===== src/design/swm_pkg.sv =====
// Shared constants, command/status bundles for the sliding window maximum block.
// Used by swm_ctrl, swm_dpath and the sliding_window_maximum top level.
`default_nettype none

package swm_pkg;

    localparam int MAX_WINDOW   = 64;
    localparam int SAMPLE_WIDTH = 16;
    localparam int PTR_W        = $clog2(MAX_WINDOW);      // deque slot index
    localparam int CNT_W        = $clog2(MAX_WINDOW + 1);  // deque fill, window, seen
    localparam int POS_W        = $clog2(2 * MAX_WINDOW);  // stream position mod 2*MAX_WINDOW
    localparam int WIN_W        = 7;                       // window_length register
    localparam int ENTRY_W      = SAMPLE_WIDTH + POS_W;

    localparam logic [WIN_W-1:0] WIN_RESET = WIN_W'(3);

    // Controller -> datapath commands
    typedef struct packed {
        logic load;        // capture the input transfer
        logic rd_front;    // read entry at head
        logic drop_head;   // drop head entry
        logic keep_front;  // latch head value as current maximum
        logic rd_back;     // read entry at tail
        logic drop_tail;   // drop tail entry
        logic push;        // append sample, load output slot if a result is due
    } t_cmd;

    // Datapath -> controller status
    typedef struct packed {
        logic count_zero;  // deque empty
        logic front_old;   // read entry has aged out of the window
        logic back_le;     // read entry not greater than the new sample
        logic out_free;    // output slot can take a result this cycle
    } t_status;

endpackage

`default_nettype wire


===== src/design/sliding_window_maximum.sv =====
// Top level of the sliding window maximum block: stream ports, controller and datapath.
// Depends on swm_pkg, swm_ctrl, swm_dpath (and swm_ram through the datapath).
`default_nettype none

// Sliding window maximum over a stream of signed 16-bit samples. The block keeps
// a monotonic deque of candidate maxima with their stream positions in a 64-entry
// RAM used as a ring buffer. Per sample the sequencer ages out front entries,
// prunes back entries that are not greater than the new sample (ties keep the
// newest), appends it, and once window_length samples of the sequence have been
// seen, emits the front value. tlast on the input ends a sequence: its result
// (if any) carries tlast, and the deque, position and sample count clear after
// it. A sequence shorter than the window gives no results. Window length is set
// through i_cfg_wr_en/i_cfg_wr_data (reset 3; 0 acts as 1, above 64 acts as 64)
// and should only be written while the block is idle. One sample at a time is
// processed: every deque entry examined (front entries that expire plus the
// first one kept, back entries pruned plus the first one kept) takes one read
// of the single RAM read port followed by a compare on the registered data,
// and a deque found empty goes straight to the append. A finished result sits
// in an output register, so the next sample is accepted while it waits on
// m_axis_tready; that sample's append stalls only if it has a result of its
// own and the register is still full.
module sliding_window_maximum (
    input  wire logic                             i_clk,
    input  wire logic                             i_rst_n,
    // configuration
    input  wire logic                             i_cfg_wr_en,
    input  wire logic [swm_pkg::WIN_W-1:0]        i_cfg_wr_data,   // window_length
    // input stream
    input  wire logic                             s_axis_tvalid,
    output logic                                  s_axis_tready,
    input  wire logic [swm_pkg::SAMPLE_WIDTH-1:0] s_axis_tdata,    // [15:0] sample
    input  wire logic                             s_axis_tlast,    // last_sample
    // result stream
    output logic                                  m_axis_tvalid,
    input  wire logic                             m_axis_tready,
    output logic [swm_pkg::SAMPLE_WIDTH-1:0]      m_axis_tdata,    // [15:0] window_max
    output logic                                  m_axis_tlast     // sequence_end
);
    import swm_pkg::*;

    t_cmd    cmd;
    t_status status;

    swm_ctrl u_ctrl (
        .i_clk      (i_clk),
        .i_rst_n    (i_rst_n),
        .i_in_valid (s_axis_tvalid),
        .o_in_ready (s_axis_tready),
        .i_status   (status),
        .o_cmd      (cmd)
    );

    swm_dpath u_dpath (
        .i_clk         (i_clk),
        .i_rst_n       (i_rst_n),
        .i_cfg_wr_en   (i_cfg_wr_en),
        .i_cfg_wr_data (i_cfg_wr_data),
        .i_sample      (s_axis_tdata),
        .i_last        (s_axis_tlast),
        .i_cmd         (cmd),
        .o_status      (status),
        .o_out_valid   (m_axis_tvalid),
        .i_out_ready   (m_axis_tready),
        .o_out_max     (m_axis_tdata),
        .o_out_end     (m_axis_tlast)
    );

endmodule

`default_nettype wire


===== src/design/swm_ram.sv =====
// Generic simple dual-port RAM: one write port, one read port, registered read.
// No dependencies.
`default_nettype none

module swm_ram #(
    parameter int WIDTH = 8,
    parameter int DEPTH = 64
) (
    input  wire logic                     i_clk,
    input  wire logic                     i_wr_en,
    input  wire logic [$clog2(DEPTH)-1:0] i_wr_addr,
    input  wire logic [WIDTH-1:0]         i_wr_data,
    input  wire logic                     i_rd_en,
    input  wire logic [$clog2(DEPTH)-1:0] i_rd_addr,
    output logic      [WIDTH-1:0]         o_rd_data
);

    logic [WIDTH-1:0] r_mem [DEPTH];

    always_ff @(posedge i_clk) begin
        if (i_wr_en) begin
            r_mem[i_wr_addr] <= i_wr_data;
        end
        if (i_rd_en) begin
            o_rd_data <= r_mem[i_rd_addr];
        end
    end

endmodule

`default_nettype wire


===== src/design/swm_ctrl.sv =====
// Sequencer for the sliding window maximum: steps front aging, back pruning and append.
// Depends on swm_pkg for the command and status bundles.
`default_nettype none

module swm_ctrl (
    input  wire logic             i_clk,
    input  wire logic             i_rst_n,
    input  wire logic             i_in_valid,
    output logic                  o_in_ready,
    input  wire swm_pkg::t_status i_status,
    output swm_pkg::t_cmd         o_cmd
);
    import swm_pkg::*;

    typedef enum logic [5:0] {
        S_IDLE      = 6'b000001,
        S_RD_FRONT  = 6'b000010,
        S_CHK_FRONT = 6'b000100,
        S_RD_BACK   = 6'b001000,
        S_CHK_BACK  = 6'b010000,
        S_PUSH      = 6'b100000
    } t_state;

    t_state r_state, n_state;

    always_ff @(posedge i_clk) begin
        if (!i_rst_n) begin
            r_state <= S_IDLE;
        end else begin
            r_state <= n_state;
        end
    end

    always_comb begin
        n_state    = r_state;
        o_cmd      = '0;
        o_in_ready = 1'b0;
        case (r_state)
            S_IDLE: begin
                o_in_ready = 1'b1;
                if (i_in_valid) begin
                    o_cmd.load = 1'b1;
                    n_state    = S_RD_FRONT;
                end
            end
            S_RD_FRONT: begin
                if (i_status.count_zero) begin
                    n_state = S_PUSH;
                end else begin
                    o_cmd.rd_front = 1'b1;
                    n_state        = S_CHK_FRONT;
                end
            end
            S_CHK_FRONT: begin
                if (i_status.front_old) begin
                    o_cmd.drop_head = 1'b1;
                    n_state         = S_RD_FRONT;
                end else begin
                    o_cmd.keep_front = 1'b1;
                    n_state          = S_RD_BACK;
                end
            end
            S_RD_BACK: begin
                if (i_status.count_zero) begin
                    n_state = S_PUSH;
                end else begin
                    o_cmd.rd_back = 1'b1;
                    n_state       = S_CHK_BACK;
                end
            end
            S_CHK_BACK: begin
                if (i_status.back_le) begin
                    o_cmd.drop_tail = 1'b1;
                    n_state         = S_RD_BACK;
                end else begin
                    n_state = S_PUSH;
                end
            end
            S_PUSH: begin
                if (i_status.out_free) begin
                    o_cmd.push = 1'b1;
                    n_state    = S_IDLE;
                end
            end
            default: begin
                n_state = S_IDLE;
            end
        endcase
    end

endmodule

`default_nettype wire


===== src/design/swm_dpath.sv =====
// Datapath: deque storage (circular buffer in RAM), pointers, counters, output slot.
// Depends on swm_pkg and swm_ram.
`default_nettype none

module swm_dpath (
    input  wire logic                             i_clk,
    input  wire logic                             i_rst_n,
    input  wire logic                             i_cfg_wr_en,
    input  wire logic [swm_pkg::WIN_W-1:0]        i_cfg_wr_data,
    input  wire logic [swm_pkg::SAMPLE_WIDTH-1:0] i_sample,
    input  wire logic                             i_last,
    input  wire swm_pkg::t_cmd                    i_cmd,
    output swm_pkg::t_status                      o_status,
    output logic                                  o_out_valid,
    input  wire logic                             i_out_ready,
    output logic [swm_pkg::SAMPLE_WIDTH-1:0]      o_out_max,
    output logic                                  o_out_end
);
    import swm_pkg::*;

    logic [WIN_W-1:0]        r_win;
    logic [SAMPLE_WIDTH-1:0] r_sample;
    logic                    r_last;
    logic [PTR_W-1:0]        r_head;
    logic [CNT_W-1:0]        r_count;
    logic [POS_W-1:0]        r_pos;
    logic [CNT_W-1:0]        r_seen;
    logic [SAMPLE_WIDTH-1:0] r_front_val;
    logic                    r_out_valid;
    logic [SAMPLE_WIDTH-1:0] r_out_max;
    logic                    r_out_end;

    logic [CNT_W-1:0]        win_eff;
    logic [CNT_W-1:0]        n_seen;
    logic                    produce;
    logic [PTR_W-1:0]        tail_addr;
    logic [PTR_W-1:0]        wr_addr;
    logic [PTR_W-1:0]        rd_addr;
    logic [ENTRY_W-1:0]      rd_data;
    logic [SAMPLE_WIDTH-1:0] rd_val;
    logic [POS_W-1:0]        rd_pos;
    logic [POS_W-1:0]        age;

    // Register value 0 acts as 1, anything above the deque depth as the depth
    always_comb begin
        if (r_win == '0) begin
            win_eff = CNT_W'(1);
        end else if (CNT_W'(r_win) > CNT_W'(MAX_WINDOW)) begin
            win_eff = CNT_W'(MAX_WINDOW);
        end else begin
            win_eff = CNT_W'(r_win);
        end
    end

    assign n_seen  = (r_seen < CNT_W'(MAX_WINDOW)) ? r_seen + CNT_W'(1) : r_seen;
    assign produce = (n_seen >= win_eff);

    assign tail_addr = r_head + r_count[PTR_W-1:0] - PTR_W'(1);
    assign wr_addr   = r_head + r_count[PTR_W-1:0];
    assign rd_addr   = i_cmd.rd_front ? r_head : tail_addr;

    swm_ram #(
        .WIDTH (ENTRY_W),
        .DEPTH (MAX_WINDOW)
    ) u_ram (
        .i_clk     (i_clk),
        .i_wr_en   (i_cmd.push),
        .i_wr_addr (wr_addr),
        .i_wr_data ({r_pos, r_sample}),
        .i_rd_en   (i_cmd.rd_front | i_cmd.rd_back),
        .i_rd_addr (rd_addr),
        .o_rd_data (rd_data)
    );

    assign rd_val = rd_data[SAMPLE_WIDTH-1:0];
    assign rd_pos = rd_data[ENTRY_W-1:SAMPLE_WIDTH];
    assign age    = r_pos - rd_pos;  // wraps mod 2*MAX_WINDOW

    assign o_status.count_zero = (r_count == '0);
    assign o_status.front_old  = (CNT_W'(age) >= win_eff);
    assign o_status.back_le    = ($signed(rd_val) <= $signed(r_sample));
    assign o_status.out_free   = !r_out_valid || i_out_ready || !produce;

    always_ff @(posedge i_clk) begin
        if (!i_rst_n) begin
            r_win <= WIN_RESET;
        end else if (i_cfg_wr_en) begin
            r_win <= i_cfg_wr_data;
        end
    end

    always_ff @(posedge i_clk) begin
        if (i_cmd.load) begin
            r_sample <= i_sample;
            r_last   <= i_last;
        end
        if (i_cmd.keep_front) begin
            r_front_val <= rd_val;
        end
        if (i_cmd.push && produce) begin
            r_out_max <= (r_count == '0) ? r_sample : r_front_val;
            r_out_end <= r_last;
        end
    end

    always_ff @(posedge i_clk) begin
        if (!i_rst_n) begin
            r_head      <= '0;
            r_count     <= '0;
            r_pos       <= '0;
            r_seen      <= '0;
            r_out_valid <= 1'b0;
        end else begin
            if (i_cmd.drop_head) begin
                r_head  <= r_head + PTR_W'(1);
                r_count <= r_count - CNT_W'(1);
            end else if (i_cmd.drop_tail) begin
                r_count <= r_count - CNT_W'(1);
            end else if (i_cmd.push) begin
                if (r_last) begin
                    r_count <= '0;
                    r_pos   <= '0;
                    r_seen  <= '0;
                end else begin
                    r_count <= r_count + CNT_W'(1);
                    r_pos   <= r_pos + POS_W'(1);
                    r_seen  <= n_seen;
                end
            end

            if (i_cmd.push && produce) begin
                r_out_valid <= 1'b1;
            end else if (i_out_ready) begin
                r_out_valid <= 1'b0;
            end
        end
    end

    assign o_out_valid = r_out_valid;
    assign o_out_max   = r_out_max;
    assign o_out_end   = r_out_end;

endmodule

`default_nettype wire

===== config.mk =====
export PLATFORM = sky130hd
export DESIGN_NAME = sliding_window_maximum
export DESIGN_NICKNAME = d
export VERILOG_FILES = /design/src/design/swm_pkg.sv /design/src/design/sliding_window_maximum.sv /design/src/design/swm_ram.sv /design/src/design/swm_ctrl.sv /design/src/design/swm_dpath.sv
export SDC_FILE = /design/constraint.sdc
export NUM_CORES = 2
export LEC_CHECK = 0
export ABC_AREA = 1
export BUFFER_PORTS_ARGS = -buffer_cell sky130_fd_sc_hd__buf_2
export CORE_MARGIN = 1
export CORE_UTILIZATION = 43
export DETAILED_ROUTE_END_ITERATION = 16
export SYNTH_ARGS = -nofsm -noshare
export SYNTH_HDL_FRONTEND = slang
export SYNTH_SLANG_ARGS = --single-unit

===== constraint.sdc =====
create_clock -name i_clk -period 5.5 [get_ports i_clk]
set_input_delay 0.55 -clock i_clk [delete_from_list [all_inputs] [get_ports i_clk]]
set_output_delay 0.55 -clock i_clk [all_outputs]
set_load 0.02 [all_outputs]

==> metrics.log <==
INFO  metric layout.nets = about 6000
INFO  metric grt_overflow_total = 0
INFO  metric synth_top_area_share = 69.1%
INFO  metric holdPathStages = 3
INFO  metric summed_instance_area_of_the_synthesized_netlist = 67100 um2
INFO  metric setup_slack_after_placement = roughly 1300 ps
INFO  metric worst_setup_path_start_kind = flop
INFO  metric design.portCount = between 40 and 50
INFO  metric row_count = 144
INFO  metric route.final.wire_length = 195 mm
INFO  metric power.density_cell_area = approximately 330 nW/um2
INFO  metric final-hold-violation-count = 0
INFO  metric cts_root_buffer = sky130_fd_sc_hd__clkbuf_16
INFO  metric ys.warnings.count = 0
INFO  metric worst-slew-pin-transition = between 1000 and 1500 ps
INFO  metric post-dp-hpwl = 115 mm
INFO  metric final_max_slew_viol_count = 0
INFO  metric cts_htree_levels = 4
INFO  metric vias_per_cell = 5.44
INFO  metric route.vias.total = 44737
INFO  metric clock-skew-final = 27.1 ps
INFO  metric postRouteAntennaNets = 0
INFO  metric tritoncts = yes
INFO  metric final.hold.worst_slack = 74.0 ps
INFO  metric worst_path_dominant_cell_family = simple AND/OR/NAND/NOR gates
INFO  metric synth.most_common_cell = sky130_fd_sc_hd__nand2_1
INFO  metric holdCritPathClass = in2reg
INFO  metric detailedRoute.firstIterationViolations = 6017
INFO  metric critPathMostFrequentCell = sky130_fd_sc_hd__nand3_1
INFO  metric clockBufferDepth = 3
INFO  metric synth_commonest_cells = sky130_fd_sc_hd__nand2_1 (2004), sky130_fd_sc_hd__edfxtp_1 (1545), sky130_fd_sc_hd__nand3_1 (792)
INFO  metric reg2reg_depth = 15
INFO  metric fin_tns_setup = 0 ps
INFO  metric port-buffer-count = 47
INFO  metric track_usage = 24.6%
INFO  metric cts_buffers = 164
INFO  metric synth.yosys.seq_area_share = 70.3%
INFO  metric worst_ep_required_time = a little over 6000 ps
INFO  metric cap_viol_max_count = 0
INFO  metric fill_cells = ~14000
INFO  metric layout_min_cycle_time = 4310 ps
INFO  metric layout.core_utilization = 48.8%
INFO  metric rsz_0062_raised_after_global_routing = false
INFO  metric netlist_instances = 5947
INFO  metric coreArea = 155000 um2
INFO  metric syn_area_per_cell = 11.3 um2
INFO  metric drcViolationCount = 0
INFO  metric dpl_cell_area = 70000 um2
INFO  metric worstSkewPairLatency = 830 ps
INFO  metric synth-edff-count = between 1500 and 2000
INFO  metric cpMaxStageDelayCell = sky130_fd_sc_hd__nand2_4
INFO  metric report.final.setup_viol = 0
INFO  metric synth_top_cell_by_area = sky130_fd_sc_hd__edfxtp_1
INFO  metric final_cell_area = 75500 um2
INFO  metric dieHeight = 397 um
INFO  metric synth_async_sr_flop_share = 0%
INFO  metric dominantRegCellSynth = sky130_fd_sc_hd__edfxtp_1
INFO  metric critical_path_cell_by_cell = inv_1 -> ha_1 -> nor3b_4 -> nand2_4 -> nand2_4 -> nand2_1 -> nand2_4 -> buf_12 -> o21ai_0 -> nand2_1 -> nand3_1 -> nand3_1 -> nand3_1 -> nand3_1 -> nand2_1
INFO  metric status = finished, final reports clean
INFO  metric cts_resized = 0
INFO  metric num_antenna_cells = 0
INFO  metric cp-end-kind = flop
INFO  metric ir_drop = around 0.28 mV
INFO  metric clk_pin_slew = ~60 ps
INFO  metric first_global_vias = between 40000 and 50000
INFO  metric slew_headroom = 23.2%
INFO  metric gp_routability_congestion = 0.898
INFO  metric maximum_number_of_pins_on_one_net_before_global_route_repair = 165
INFO  metric syn-num-nets = 6024
INFO  metric synth.top_cells.by_area = sky130_fd_sc_hd__edfxtp_1 (69%), sky130_fd_sc_hd__nand2_1 (11%), sky130_fd_sc_hd__nand3_1 (5.9%), sky130_fd_sc_hd__inv_1 (3.0%), sky130_fd_sc_hd__o211ai_1 (2.9%)
INFO  metric drt_pre_antenna_iters = 6
INFO  metric worst_ep_arrival_time = 4890 ps
INFO  metric total_number_of_cells_along_the_worst_setup_path = 15
INFO  metric period_share = 78.4%
INFO  metric drive_gt1_share = under 10%
INFO  metric antenna_found_initial = 5
INFO  metric critical_path_buf_inv_count = 2
INFO  metric dr_wl_cell = about 24 um
INFO  metric critical_path_class = reg2reg
INFO  metric leakage = 29.0 nW
INFO  metric initial_core_util = 43.4%
INFO  metric synthesized_flop_and_latch_total = roughly 1600
INFO  metric clock_sinks = 1586
INFO  metric die_w = ~400 um
INFO  metric unique_cell_type_count_in_the_yosys_netlist = 46
INFO  metric crit_path_max_incr_delay = 720 ps
INFO  metric layout-area-overhead-vs-synth = 12.4%
INFO  metric worst-path-max-fanout = between 80 and 90
INFO  metric grt_first_pass_wirelength = 285 mm
INFO  metric dieArea = 158000 um2
INFO  metric setup_slack = 1190 ps
INFO  metric max_freq = roughly 230 MHz
[layout by cell type, fill, tap and decap left out, types with 29 or more instances in the layout]
master,Yosys,final
sky130_fd_sc_hd__nor2_2,1,65
sky130_fd_sc_hd__nor2_1,133,69
sky130_fd_sc_hd__edfxtp_1,1545,1545
sky130_fd_sc_hd__nand3_1,792,792
sky130_fd_sc_hd__dfxtp_1,41,34
sky130_fd_sc_hd__clkinv_1,1,51
sky130_fd_sc_hd__ha_1,46,46
sky130_fd_sc_hd__clkbuf_16,0,167
sky130_fd_sc_hd__o21ai_0,128,128
sky130_fd_sc_hd__nand2_1,2004,2000
sky130_fd_sc_hd__clkinv_2,0,29
sky130_fd_sc_hd__o211ai_1,259,259
sky130_fd_sc_hd__clkbuf_1,26,31
sky130_fd_sc_hd__buf_2,220,47
sky130_fd_sc_hd__buf_4,72,153
sky130_fd_sc_hd__inv_1,541,540
[metal layers]
| layer | global-route usage [%] | up-vias | part of all wire (%) |
|---|---|---|---|
| met4 | 7.72 | 0 | 3.2 |
| met5 | 0 | - | 0 |
| met2 | 38.0 | 1984 | 46 |
| li1 | - | 20558 | - |
| met3 | 4.29 | 299 | 8.9 |
| met1 | 35.5 | 21896 | 42 |
[final timing paths]
check	startpoint	slack, ps	end
worst max-delay path	u_dpath.r_count[1]$_SDFFE_PN0P_	1190	u_dpath.u_ram.o_rd_data[7]$_DFFE_PP_
worst min-delay path	i_cfg_wr_data[6]	70	u_dpath.r_win[6]$_SDFFE_PN0P_
worst max register to register	u_dpath.r_count[1]$_SDFFE_PN0P_	1190	u_dpath.u_ram.o_rd_data[7]$_DFFE_PP_
worst min register to register	u_dpath.r_win[1]$_SDFFE_PN1P_	500	u_dpath.r_win[1]$_SDFFE_PN1P_
[logic make-up (layout without fill, tap and decap cells)]
| kind of cell | Yosys count | in the layout | share of synthesized area (%) |
|---|---|---|---|
| fa+ha+maj | 48 | 48 | 0.917 |
| simple gates | 2964 | 2964 | 18.2 |
| flops | 1586 | 1586 | 70.3 |
| xor+xnor | 24 | 24 | 0.313 |
| buf+inv | 875 | 1104 | 5.74 |
| compound gates | 450 | 450 | 4.47 |
[sequential cells by signal, summed over array words and instances (netlist names)]
signal	cells
u_dpath.u_ram.r_mem	1472
u_dpath.u_ram.o_rd_data	23
u_dpath.o_out_max	16
u_dpath.r_front_val	16
u_dpath.r_sample	16
u_dpath.r_count	7
u_dpath.r_pos	7
u_dpath.r_seen	7
u_dpath.r_win	7
u_ctrl.r_state	6
u_dpath.r_head	6
u_dpath.o_out_end	1
u_dpath.o_out_valid	1
u_dpath.r_last	1
[final cells by class]
class	count	area (um2)	area share, %
Clock buffer	199	4310	5.71
Clock inverter	106	891	1.18
Timing Repair Buffer	251	2150	2.86
Inverter	548	2070	2.74
Multi-Input combinational cell	3486	16300	21.5
Tap cell	2044	2560	3.39
Sequential cell	1586	47200	62.6
[per-stage QoR]
step,cells,power (mW)
floorplan,5947,14.1
global route,8220,25.8
finish,8220,25.2
global placement,7890,14.6
detailed placement,7890,14.6
CTS,8220,25.4
[worst reg2reg max path, cell delays in order, from the launching register on]
cell	delay, ps
sky130_fd_sc_hd__dfxtp_1	370
sky130_fd_sc_hd__inv_1	170
sky130_fd_sc_hd__ha_1	190
sky130_fd_sc_hd__nor3b_4	230
sky130_fd_sc_hd__nand2_4	270
sky130_fd_sc_hd__nand2_4	300
sky130_fd_sc_hd__nand2_1	140
sky130_fd_sc_hd__nand2_4	720
sky130_fd_sc_hd__buf_12	450
sky130_fd_sc_hd__o21ai_0	220
sky130_fd_sc_hd__nand2_1	70
sky130_fd_sc_hd__nand3_1	160
sky130_fd_sc_hd__nand3_1	290
sky130_fd_sc_hd__nand3_1	170
sky130_fd_sc_hd__nand3_1	210
sky130_fd_sc_hd__nand2_1	100
[timing repair]
| item | CTS | global route |
|---|---|---|
| hold buffers | 25 | 0 |
| hold endpoints to repair | 23 | 0 |
| setup endpoints to repair | 0 | 0 |
| setup buffers | 0 | 0 |
[power breakdown]
part           switching, mW  total (mW)  internal [mW]
Clock                   4.76        10.8           6.09
Combinational          0.804       0.986          0.182
Sequential            0.0159        13.4           13.4
Total                   5.58        25.2           19.7
No activity file was read; power rests on OpenSTA's default activity.
